<file path="config.mk">
export PLATFORM = sky130hd
export DESIGN_NAME = hid_keyboard_report_differ_flat
export DESIGN_NICKNAME = d
export VERILOG_FILES = /design/src/hdl/hkd_pkg.sv /design/src/hdl/hkd_in_if.sv /design/src/hdl/hkd_out_if.sv /design/src/hdl/hkd_lane.sv /design/src/hdl/hkd_serializer.sv /design/src/hdl/hid_keyboard_report_differ.sv /design/src/flat_wrapper.sv
export SDC_FILE = /design/constraint.sdc
export NUM_CORES = 1
export LEC_CHECK = 0
export ABC_AREA = 1
export BUFFER_PORTS_ARGS = -buffer_cell sky130_fd_sc_hd__buf_2
export CAP_MARGIN = 30
export CELL_PAD_IN_SITES_DETAIL_PLACEMENT = 1
export CELL_PAD_IN_SITES_GLOBAL_PLACEMENT = 2
export CORE_MARGIN = 2
export CORE_UTILIZATION = 33
export DETAILED_ROUTE_END_ITERATION = 6
export GPL_TIMING_DRIVEN = 0
export PLACE_DENSITY_LB_ADDON = 0.1
export SLEW_MARGIN = 15
export SYNTH_ARGS = -nofsm -noshare
export SYNTH_HDL_FRONTEND = slang
export SYNTH_SLANG_ARGS = --single-unit
export TNS_END_PERCENT = 30
</file>
<file path="constraint.sdc">
create_clock -name clk -period 3.2 [get_ports clk]
set_input_delay 0.32 -clock clk [delete_from_list [all_inputs] [get_ports clk]]
set_output_delay 0.32 -clock clk [all_outputs]
set_load 0.02 [all_outputs]
</file>
<file path="src/hdl/hkd_pkg.sv">
package hkd_pkg;

  localparam int KEY_SLOTS        = 6;
  localparam int INPUT_KEY_FIELDS = 6;
  // control changed, then a down and an up event for each slot
  localparam int NUM_EV           = 1 + 2 * KEY_SLOTS;
  // one more bit for the special combo event
  localparam int MASK_W           = NUM_EV + 1;
  localparam int COMBO_BIT        = NUM_EV;

  localparam logic [7:0] CODE_NONE     = 8'h00;
  localparam logic [7:0] CODE_ROLLOVER = 8'h01;
  localparam logic [7:0] CODE_CAPS     = 8'h39;
  localparam logic [7:0] CODE_V        = 8'h19;
  localparam logic [7:0] CODE_L        = 8'h0F;
  localparam logic [7:0] MASK_CTRL     = 8'h11;
  localparam logic [7:0] MASK_SHIFT    = 8'h22;

  typedef enum logic [1:0] {
    EV_CTRL  = 2'd0,
    EV_DOWN  = 2'd1,
    EV_UP    = 2'd2,
    EV_COMBO = 2'd3
  } event_kind_t;

  typedef logic [KEY_SLOTS-1:0][7:0] key_array_t;

  // what one slot lane found
  typedef struct packed {
    logic down;
    logic up;
  } lane_result_t;

  // one report's event run, handed to the serializer
  typedef struct packed {
    logic [MASK_W-1:0] mask;
    logic [7:0]        combo_key;
    logic [7:0]        mods;
    logic [7:0]        old_mods;
    key_array_t        keys;
    key_array_t        prior_keys;
  } run_t;

endpackage

</file>
<file path="src/hdl/hkd_in_if.sv">
interface hkd_in_if;
  logic       valid;
  logic       ready;
  logic [7:0] modifiers;
  logic [7:0] key_a;
  logic [7:0] key_b;
  logic [7:0] key_c;
  logic [7:0] key_d;
  logic [7:0] key_e;
  logic [7:0] key_f;

  modport source (output valid, output modifiers, output key_a, output key_b,
                  output key_c, output key_d, output key_e, output key_f,
                  input ready);
  modport sink (input valid, input modifiers, input key_a, input key_b,
                input key_c, input key_d, input key_e, input key_f,
                output ready);
endinterface

</file>
<file path="src/hdl/hkd_out_if.sv">
interface hkd_out_if;
  logic       valid;
  logic       ready;
  logic [1:0] event_kind;
  logic [7:0] current_modifiers;
  logic [7:0] old_modifiers;
  logic [7:0] key_code;
  logic       last;

  modport source (output valid, output event_kind, output current_modifiers,
                  output old_modifiers, output key_code, output last,
                  input ready);
  modport sink (input valid, input event_kind, input current_modifiers,
                input old_modifiers, input key_code, input last,
                output ready);
endinterface

</file>
<file path="src/hdl/hkd_lane.sv">
module hkd_lane import hkd_pkg::*; (
  input  logic [7:0]   key,
  input  logic [7:0]   prior_key,
  input  key_array_t   keys,
  input  key_array_t   prior_keys,
  output lane_result_t result
);

  logic held;
  logic still;

  // compare this slot against every slot of the other report
  always_comb begin
    held  = 1'b0;
    still = 1'b0;
    for (int j = 0; j < KEY_SLOTS; j++) begin
      if (key == prior_keys[j] && key != CODE_ROLLOVER) held = 1'b1;
      if (keys[j] == prior_key && prior_key != CODE_ROLLOVER) still = 1'b1;
    end
  end

  // caps lock release is never reported
  assign result.down = !held;
  assign result.up   = !still && prior_key != CODE_CAPS;

endmodule

</file>
<file path="src/hdl/hkd_serializer.sv">
module hkd_serializer import hkd_pkg::*; (
  input  logic clk,
  input  logic rst,
  input  logic load,
  input  run_t run,
  output logic load_ready,
  hkd_out_if.source evt
);

  logic [MASK_W-1:0] mask;
  logic [MASK_W-1:0] mask_next;
  logic [MASK_W-1:0] low_bit;
  logic [MASK_W-1:0] rest;
  logic [7:0]        combo_key;
  logic [7:0]        mods;
  logic [7:0]        old_mods;
  key_array_t        keys;
  key_array_t        prior_keys;
  event_kind_t       sel_kind;
  logic [7:0]        sel_code;
  logic              take;

  // pending events, lowest bit goes first
  assign low_bit    = mask & (~mask + {{(MASK_W-1){1'b0}}, 1'b1});
  assign rest       = mask & ~low_bit;
  assign take       = evt.valid && evt.ready;
  assign load_ready = !evt.valid || (evt.ready && rest == '0);

  always_comb begin
    mask_next = mask;
    if (take) mask_next = rest;
    if (load) mask_next = run.mask;
  end

  always_ff @(posedge clk) begin
    if (rst) begin
      mask <= '0;
    end else begin
      mask <= mask_next;
    end
  end

  // run payload
  always_ff @(posedge clk) begin
    if (load) begin
      combo_key  <= run.combo_key;
      mods       <= run.mods;
      old_mods   <= run.old_mods;
      keys       <= run.keys;
      prior_keys <= run.prior_keys;
    end
  end

  // pick the fields of the lowest pending event
  always_comb begin
    sel_kind = EV_CTRL;
    sel_code = CODE_NONE;
    if (mask[COMBO_BIT]) begin
      sel_kind = EV_COMBO;
      sel_code = combo_key;
    end
    for (int s = KEY_SLOTS - 1; s >= 0; s--) begin
      if (mask[2 + 2 * s]) begin
        sel_kind = EV_UP;
        sel_code = prior_keys[s];
      end
      if (mask[1 + 2 * s]) begin
        sel_kind = EV_DOWN;
        sel_code = keys[s];
      end
    end
    if (mask[0]) begin
      sel_kind = EV_CTRL;
      sel_code = CODE_NONE;
    end
  end

  assign evt.valid             = mask != '0;
  assign evt.event_kind        = sel_kind;
  assign evt.current_modifiers = mods;
  assign evt.old_modifiers     = (sel_kind == EV_CTRL) ? old_mods : 8'h00;
  assign evt.key_code          = sel_code;
  assign evt.last              = rest == '0;

  // a stalled event run keeps its pending set
  assert property (@(posedge clk) disable iff (rst)
    evt.valid && !evt.ready |=> $stable(mask))
    else $error("pending events changed during a stall");

  // a new run is only loaded when the old one is finishing
  assert property (@(posedge clk) disable iff (rst)
    load && evt.valid |-> evt.ready && evt.last)
    else $error("run loaded over pending events");

  // the last flag marks a single pending event
  assert property (@(posedge clk) disable iff (rst)
    evt.valid && evt.last |-> $onehot(mask))
    else $error("last flagged with more events pending");

  // the combo event always stands alone
  assert property (@(posedge clk) disable iff (rst)
    mask[COMBO_BIT] |-> $onehot(mask))
    else $error("combo event mixed with other events");

endmodule

</file>
<file path="src/hdl/hid_keyboard_report_differ.sv">
// channel  | modport | payload
// report   | sink    | modifiers, key_a .. key_f
// evt      | source  | event_kind, current_modifiers, old_modifiers, key_code, last
//
// a report is compared against the stored one by one lane per slot in the
// cycle it is accepted; its events then leave one per cycle, up to 13.
// the next report is taken in the cycle the previous run's last event is taken,
// or at once when no events are pending; a report with no events leaves none pending.
// synchronous reset clears the stored report and all pending events.
// a stall on evt holds the current event and blocks new reports.
module hid_keyboard_report_differ import hkd_pkg::*; (
  input  logic clk,
  input  logic rst,
  hkd_in_if.sink    report,
  hkd_out_if.source evt
);

  logic [7:0]                  prior_mods;
  key_array_t                  prior_keys;
  logic [INPUT_KEY_FIELDS-1:0][7:0] in_keys;
  key_array_t                  keys;
  lane_result_t [KEY_SLOTS-1:0] lanes;
  logic [KEY_SLOTS-1:0]        is_caps;
  logic [KEY_SLOTS-1:0]        is_vl;
  logic [7:0]                  vl_key;
  logic                        combo;
  logic                        accept;
  logic                        load_ready;
  run_t                        run;

  assign in_keys = {report.key_f, report.key_e, report.key_d,
                    report.key_c, report.key_b, report.key_a};

  // slots past the input fields read as no key
  always_comb begin
    for (int i = 0; i < KEY_SLOTS; i++) begin
      keys[i] = (i < INPUT_KEY_FIELDS) ? in_keys[i % INPUT_KEY_FIELDS] : CODE_NONE;
    end
  end

  // special combo detection
  always_comb begin
    vl_key = CODE_NONE;
    for (int i = 0; i < KEY_SLOTS; i++) begin
      is_caps[i] = keys[i] == CODE_CAPS;
      is_vl[i]   = keys[i] == CODE_V || keys[i] == CODE_L;
      if (is_vl[i]) vl_key = keys[i];
    end
  end

  assign combo = $onehot(is_vl) && (is_caps != '0) &&
                 ((report.modifiers & MASK_CTRL) != 8'h00) &&
                 ((report.modifiers & MASK_SHIFT) != 8'h00);

  // one lane per slot
  for (genvar g = 0; g < KEY_SLOTS; g++) begin : g_lane
    hkd_lane u_lane (
      .key        (keys[g]),
      .prior_key  (prior_keys[g]),
      .keys       (keys),
      .prior_keys (prior_keys),
      .result     (lanes[g])
    );
  end

  // merge lane results into the event run
  always_comb begin
    run.mask = '0;
    if (combo) begin
      run.mask[COMBO_BIT] = 1'b1;
    end else begin
      run.mask[0] = report.modifiers != prior_mods;
      for (int i = 0; i < KEY_SLOTS; i++) begin
        run.mask[1 + 2 * i] = lanes[i].down;
        run.mask[2 + 2 * i] = lanes[i].up;
      end
    end
    run.combo_key  = vl_key;
    run.mods       = report.modifiers;
    run.old_mods   = prior_mods;
    run.keys       = keys;
    run.prior_keys = prior_keys;
  end

  assign report.ready = load_ready;
  assign accept       = report.valid && report.ready;

  // stored report, left alone by a special combo
  always_ff @(posedge clk) begin
    if (rst) begin
      prior_mods <= 8'h00;
      prior_keys <= '0;
    end else if (accept && !combo) begin
      prior_mods <= report.modifiers;
      prior_keys <= keys;
    end
  end

  hkd_serializer u_serializer (
    .clk        (clk),
    .rst        (rst),
    .load       (accept),
    .run        (run),
    .load_ready (load_ready),
    .evt        (evt)
  );

endmodule

</file>
<file path="src/flat_wrapper.sv">
// flat-port wrapper written by rule: the top's interface ports become plain ports
module hid_keyboard_report_differ_flat import hkd_pkg::*;
  (clk, rst, report_valid, report_modifiers, report_key_a, report_key_b, report_key_c, report_key_d, report_key_e, report_key_f, report_ready, evt_valid, evt_event_kind, evt_current_modifiers, evt_old_modifiers, evt_key_code, evt_last, evt_ready);
  hkd_in_if report_i ();
  hkd_out_if evt_i ();
  input  logic clk;
  input  logic rst;
  input wire logic [$bits(report_i.valid)-1:0] report_valid;
  input wire logic [$bits(report_i.modifiers)-1:0] report_modifiers;
  input wire logic [$bits(report_i.key_a)-1:0] report_key_a;
  input wire logic [$bits(report_i.key_b)-1:0] report_key_b;
  input wire logic [$bits(report_i.key_c)-1:0] report_key_c;
  input wire logic [$bits(report_i.key_d)-1:0] report_key_d;
  input wire logic [$bits(report_i.key_e)-1:0] report_key_e;
  input wire logic [$bits(report_i.key_f)-1:0] report_key_f;
  output wire logic [$bits(report_i.ready)-1:0] report_ready;
  output wire logic [$bits(evt_i.valid)-1:0] evt_valid;
  output wire logic [$bits(evt_i.event_kind)-1:0] evt_event_kind;
  output wire logic [$bits(evt_i.current_modifiers)-1:0] evt_current_modifiers;
  output wire logic [$bits(evt_i.old_modifiers)-1:0] evt_old_modifiers;
  output wire logic [$bits(evt_i.key_code)-1:0] evt_key_code;
  output wire logic [$bits(evt_i.last)-1:0] evt_last;
  input wire logic [$bits(evt_i.ready)-1:0] evt_ready;
  assign report_i.valid = report_valid;
  assign report_i.modifiers = report_modifiers;
  assign report_i.key_a = report_key_a;
  assign report_i.key_b = report_key_b;
  assign report_i.key_c = report_key_c;
  assign report_i.key_d = report_key_d;
  assign report_i.key_e = report_key_e;
  assign report_i.key_f = report_key_f;
  assign report_ready = report_i.ready;
  assign evt_valid = evt_i.valid;
  assign evt_event_kind = evt_i.event_kind;
  assign evt_current_modifiers = evt_i.current_modifiers;
  assign evt_old_modifiers = evt_i.old_modifiers;
  assign evt_key_code = evt_i.key_code;
  assign evt_last = evt_i.last;
  assign evt_i.ready = evt_ready;
  hid_keyboard_report_differ u_core (.clk(clk), .rst(rst), .report(report_i), .evt(evt_i));
endmodule
</file>
==> results of run 1 <==
-- metal layers --
| metal | routed length [um] | share of wire (%) | global-route usage (%) |
|---|---|---|---|
| met4 | 797 | 1.4 | 5.53 |
| met3 | 2600 | 4.7 | 3.69 |
| met2 | 25900 | 47 | 45.1 |
| met1 | 26200 | 47 | 39.3 |
| met5 | 0 | 0 | 0 |
-- metrics by stage --
stage	util [%]	setup TNS, ns
floorplan	-	-0.313
global placement	36.6	-108.70
detailed placement	36.7	-91.73
CTS	38.7	-0.00107
global route	39.0	-0.0541
finish	39.0	0
-- registers in the layout, summed over array words and instances, names as in the netlist --
name	cells
u_core.u_serializer.keys	48
u_core.u_serializer.combo_key	8
u_core.u_serializer.evt.current_modifiers	8
u_core.u_serializer.mask	14
u_core.prior_keys	48
u_core.u_serializer.old_mods	8
u_core.u_serializer.prior_keys	48
u_core.prior_mods	8
-- layout by cell type (no fill, tap or decap), types with 11 or more instances in the layout --
cell       synthesis  layout
o21ai_1           12      12
dfxtp_1           70      70
clkbuf_16          0      18
o22ai_1           12      12
nor3_1            16      11
nand4_1           71      71
clkbuf_4           0      17
nor2_1           282     278
buf_6              3      12
nor4_1            13      11
edfxtp_1         120     120
xnor2_1          218     218
buf_2             51      66
o21ai_0           34      34
a21oi_1           50      49
nand2_1          307     304
inv_1            115     112
xor2_1            62      62
buf_4              0      22
clkbuf_1          75      64
nand3_1           64      63
-- critical path: cells and delay by family --
family	cells	cell delay [ns]
buffers and inverters	3	0.50
and+or+nand+nor	8	1.45
adders and majority gates	3	1.00
AOI/OAI and AO/OA	1	0.20
-- worst paths after layout --
| path | depth (start not counted) | end | slack (ns) | start |
|---|---|---|---|---|
| setup / recovery | 15 | u_core.u_serializer.mask[3] | 0.05 | report_key_f[6] |
| hold / removal | 1 | u_core.u_serializer.keys[11] | 0.05 | report_key_b[3] |
| setup reg to reg | 13 | u_core.prior_keys[14] | 0.33 | u_core.u_serializer.mask[1] |
| hold reg to reg | 0 | u_core.u_serializer.prior_keys[21] | 0.43 | u_core.prior_keys[21] |
-- Yosys cell counts, drive strengths merged, types with 5 or more instances --
| library cell | instances | share of area, % |
|---|---|---|
| inv | 123 | 3.6 |
| xnor2 | 218 | 15 |
| nor3 | 16 | 0.63 |
| clkbuf | 76 | 2.2 |
| o21ai | 47 | 1.9 |
| nor4 | 13 | 0.64 |
| dfxtp | 70 | 11 |
| o21bai | 5 | 0.29 |
| nand4 | 71 | 3.5 |
| o22ai | 12 | 0.59 |
| a21oi | 51 | 2.1 |
| buf | 57 | 2.4 |
| nand2 | 310 | 9.2 |
| xor2 | 62 | 4.3 |
| nand3 | 67 | 2.8 |
| o221ai | 9 | 0.62 |
| nor2 | 286 | 8.5 |
| a22oi | 6 | 0.35 |
| edfxtp | 120 | 28 |
-- cell families after synthesis --
logic type                 after synthesis  synth area share [%]
other                                    1                0.0294
adders and majority gates                6                 0.707
AOI/OAI and AO/OA                      149                  6.95
buffers and inverters                  257                  8.27
and+or+nand+nor                        768                  25.5
DFF                                    190                  39.3
xor gates and xnor gates               280                  19.2
-- power breakdown --
part	internal (W)	total, W	switching [W]	leakage (nW)
logic	0.00235	0.00749	0.00515	3.84
registers	0.00365	0.00404	0.000391	1.68
clock network	0.00136	0.00238	0.00102	0.304
total	0.00735	0.0139	0.00656	5.83
-- timing repair --
item                                    in CTS  in global routing
gates resized for setup                     50                 45
endpoints found under the setup margin     144                149
pin swaps                                    7                  9
setup buffers                                5                  4
endpoints found under the hold margin        0                  0
gates cloned                                 2                  0
-- cell type report --
cell class | instances | area [sq um] | share of cell area [%]
Clock inverter | 12 | 185 | 1.25
Timing Repair Buffer | 99 | 683 | 4.63
Tap cell | 511 | 639 | 4.33
Clock buffer | 20 | 457 | 3.09
Inverter | 124 | 479 | 3.25
Multi-Input combinational cell | 1207 | 6830 | 46.3
Buffer | 93 | 484 | 3.28
Sequential cell | 190 | 5000 | 33.9
==> results.yml, run 1 <==
sta:
  relSlewSlack_pct: 37.3
  fin_ws_ns: 0.0534
  slew_violations: 0
  clock-skew-final_ns: 0.0151
  tightest_slew_ns: 0.940
  fmax_mhz: 318
  rsz0062_at_grt: "yes"
  setup_viol: 0
  layout_min_cycle_time_ns: 3.15
  hold_viol_final: 0
  whs_ns: 0.0512
  fin_crit_sh_pct: 98.3
clock_network:
  cts_root_buffer: "clkbuf_16"
  cts-hold-fix-buffers: 0
  numCtsBuffers: 17
  clock-sinks: 190
  htreeDepth: 4
  clkLatencyLatePin_ns: 0.46
  cts_tree: "done"
  clk_transition_reported_paths_ns: 0.07
  clockBufferDepth: 2
detailed_routing:
  drt_wl_total_um: 55500
  routedWlPerCell_um: 24.6
  dr.pass1.iters: 5
  postRouteAntennaNets: 0
  drt_first_iter_violations: 878
  drcViolationCount: 0
  vias: 11622
  vias_per_cell: 5.15
cells_and_area:
  drive_gt1_share_pct: 11.7
  final_cell_area_sq_um: 14800
  layout.nets: 1798
  diodes: 0
  fillCellCount: 4632
  stdcell_count: 2256
  areaGrowthSynthToFinish_pct: 15.8
power:
  powerDensity_nw_per_um2: 943
  max-vdd-ir-drop_mv: 0.458
  finalPower_w: 0.0139
  leakagePower_nw: 5.83
setup_path:
  slowest_delay_ns: 0.57
  start_kind: "input pin"
  required_ns: 3.55
  slowest_stage: "or4_4"
  critPathMaxFanout: 10
  worstPathCellList: "buf_6 -> nor2_4 -> nand2_1 -> or4_4 -> nand2_4 -> ha_1 -> fa_1 -> ha_1 -> nor4_1 -> nand2_1 -> buf_4 -> nand3_4 -> buf_8 -> nor2_1 -> o21a_1"
  cp-end-kind: "flop"
  crit_type: "in -> reg"
  arrival_ns: 3.50
synth:
  ys.flop_type: "edfxtp_1"
  yosysWarnings: 0
  async_reset_ff_share_pct: 0
  yosysUniqueCellTypes: 47
  synth-seq-cells: 190
  synthCells: 1651
  syn_area_sq_um: 12700
  syn_avg_cell_area_sq_um: 7.72
  yosysSeqAreaShare_pct: 39.3
  synth_edf_count: 120
global_route:
  track_usage_pct: 27.7
  grt_pass1_wl_um: 80500
  antenna_found_initial: 0
  grt_pass1_vias: 11647
  gr-total-overflow: 0
  grt_max_degree: 74
place:
  routabilityCongestion: 0.885
  port_buffers: 88
  dp_hpwl_um: 40600
  dp.cells: 2253
  pre_cts_slack_ns: -1.36
  placedInstanceArea_sq_um: 13900
run_status:
  outcome: "complete, no violations"
die:
  die_h_um: 201
  chipWidth_um: 201
  initial_core_util_pct: 33.7
  die_area_sq_um: 40200
  core_area_sq_um: 37800
  num_io_pins: 89
  rows: 71
job:
  drv_cap: 0
min_path:
  hold_class: "in -> reg"
Power figures use the tool's default switching activity.
==> inputs of run 2 (changes only) <==
--- a/config.mk
+++ b/config.mk
@@ -10,6 +10,7 @@
 export CAP_MARGIN = 30
 export CELL_PAD_IN_SITES_DETAIL_PLACEMENT = 1
 export CELL_PAD_IN_SITES_GLOBAL_PLACEMENT = 2
+export CORE_ASPECT_RATIO = 1.5
 export CORE_MARGIN = 2
 export CORE_UTILIZATION = 33
 export DETAILED_ROUTE_END_ITERATION = 6
==> constraint.sdc (replaced) <==
create_clock -name clk -period 2.5 [get_ports clk]
set_input_delay 0.25 -clock clk [delete_from_list [all_inputs] [get_ports clk]]
set_output_delay 0.25 -clock clk [all_outputs]
set_load 0.02 [all_outputs]
==> run 2 against run 1 <==
  * The flow now finishes with violations (negative setup slack)
  * Largest power group unchanged
  * Largest cell class unchanged
  * Final cell count increased by 2.7%
  * Global-route usage increased by 2.0 points
  * Combinational power increased by 55%
  * Worst setup slack got worse by 0.48 ns
  * Register-to-register slack got worse by 0.50 ns
  * Utilization increased by 3.8 points
==> results.yml, run 2 (synthesized netlist as in run 1, its figures left out) <==
die:
  die_h_um: 245
  num_io_pins: 89
  chipWidth_um: 164
  rows: 88
  initial_core_util_pct: 33.3
  core_area_sq_um: 38300
  die_area_sq_um: 40200
sta:
  rsz0062_at_grt: "yes"
  fin_crit_sh_pct: 117
  relSlewSlack_pct: 29.1
  fmax_mhz: 342
  hold_viol_final: 0
  slew_violations: 0
  tightest_slew_ns: 1.06
  tns_ns: -24.63
  setup_viol: 84
  fin_ws_ns: -0.426
  layout_min_cycle_time_ns: 2.93
  clock-skew-final_ns: 0.0162
cells_and_area:
  areaGrowthSynthToFinish_pct: 28.8
  stdcell_count: 2316
  ff_latch_area_sq_um: 5010
  layout_commonest_cell: "nand2_1"
  multi_input_area_sq_um: 7310
  fillCellCount: 4593
  fin_util_pct: 42.8
  drive_gt1_share_pct: 21.0
  mostFrequentLayoutCells: "nand2_1, nor2_1, xnor2_1"
  diodes: 0
  layout_top_registers: "u_core.prior_keys x48, u_core.u_serializer.keys x48, u_core.u_serializer.prior_keys x48"
  final_cell_area_sq_um: 16400
  layout.nets: 1874
global_route:
  grt_pass1_vias: 12640
  track_usage_pct: 29.7
  gr-total-overflow: 0
  grt_max_degree: 40
  grt_pass1_wl_um: 84900
  antenna_found_initial: 0
place:
  placedInstanceArea_sq_um: 14000
  routabilityCongestion: 0.851
  pre_cts_slack_ns: -1.74
  dp_hpwl_um: 42600
  dp.cells: 2237
  port_buffers: 88
clock_network:
  htreeDepth: 4
  clock-sinks: 190
  numCtsBuffers: 17
  cts_tree: "done"
  clockBufferDepth: 2
  cts_root_buffer: "clkbuf_16"
  clk_transition_reported_paths_ns: 0.08
  clkLatencyLatePin_ns: 0.47
run_status:
  outcome: "complete, but fails checks"
  violations: "negative setup slack"
setup_path:
  timing.critical_path.buf_inv: 5
  slowest_delay_ns: 0.46
  arrival_ns: 3.28
  start_kind: "input pin"
  worstPathCellList: "buf_4 -> clkbuf_16 -> nor2_4 -> nand2_2 -> or4_4 -> nand2_4 -> ha_4 -> fa_1 -> ha_4 -> inv_4 -> nor2_4 -> nor4_4 -> nand2_4 -> buf_12 -> nand3_4 -> clkbuf_16 -> nand2_1 -> nand2_1 -> nor2_1"
  path_delay_family: "simple AND/OR/NAND/NOR gates"
  critPathMaxFanout: 5
  required_ns: 2.86
  slowest_stage: "fa_1"
  cp-end-kind: "flop"
  crit_type: "in -> reg"
detailed_routing:
  vias_per_cell: 5.22
  postRouteAntennaNets: 0
  drt_wl_total_um: 59300
  drcViolationCount: 0
  routedWlPerCell_um: 25.6
  vias: 12094
  drt_first_iter_violations: 677
  dr.pass1.iters: 5
job:
  drv_cap: 0
min_path:
  hold_class: "in -> reg"
power:
  powerDensity_nw_per_um2: 1210
  max-vdd-ir-drop_mv: 0.944
  leakagePower_nw: 6.48
-- run 2: worst reg2reg max path, cell delays in order (launching register included) --
cell	delay (ns)
dfxtp_1	0.33
clkbuf_1	0.79
xnor2_1	0.21
nand4_1	0.11
nor2_1	0.25
nor2_1	0.15
a31oi_1	0.45
nor2_4	0.08
o21a_1	0.19
-- run 2: worst paths after layout --
| kind | from | end | slack (ns) | depth (start not counted) |
|---|---|---|---|---|
| worst max-delay path | report_key_f[7] | u_core.prior_keys[21] | -0.43 | 19 |
| worst min-delay path | report_key_f[3] | u_core.u_serializer.keys[43] | 0.02 | 1 |
| worst max register to register | u_core.prior_keys[33] | u_core.u_serializer.mask[3] | -0.17 | 8 |
| worst min register to register | u_core.prior_keys[42] | u_core.u_serializer.prior_keys[42] | 0.43 | 0 |
-- run 2: power by group --
part | internal, W | leakage [nW] | switching [W]
clock network | 0.00156 | 0.314 | 0.00149
registers | 0.00468 | 1.69 | 0.000580
logic | 0.00412 | 4.48 | 0.00745
-- run 2: area by class of cell --
class / instances / share of cell area (%)
repair buffers: 165 / 9.17
clock buffers: 17 / 2.59
plain buffers: 103 / 5.01
clock inverters: 15 / 1.33
well taps: 495 / 3.77
inverters: 124 / 3.06
flip-flops and latches: 190 / 30.5
multi-input cells: 1207 / 44.5
-- run 2: stage by stage --
step	hold WS, ns	power [W]
finish	0.0196	0.0199
global placement	0.411	0.0145
CTS	0.00136	0.0198
global route	0.0171	0.0211
detailed placement	0.415	0.0147
floorplan	0.319	0.0112
-- run 2: routing by layer --
layer  wire length (um)  up-vias  track usage [%]  part of all wire (%)
met4               2960        0             14.8                   5.0
met5                  0        -                0                     0
met3               2340      120             3.38                   3.9
met1              23000     6010             34.3                    39
met2              30900      320             53.6                    52
li1                   -     5644                -                     -
-- run 2: timing repair --
| item | 4_1_cts | 5_1_grt |
|---|---|---|
| pin swaps | 55 | 44 |
| endpoints found under the hold margin | 22 | 1 |
| buffers inserted | 36 | 10 |
| gates cloned | 9 | 2 |
| gates resized for setup | 227 | 105 |
| setup endpoints to repair | 209 | 207 |
| hold buffers | 22 | 1 |
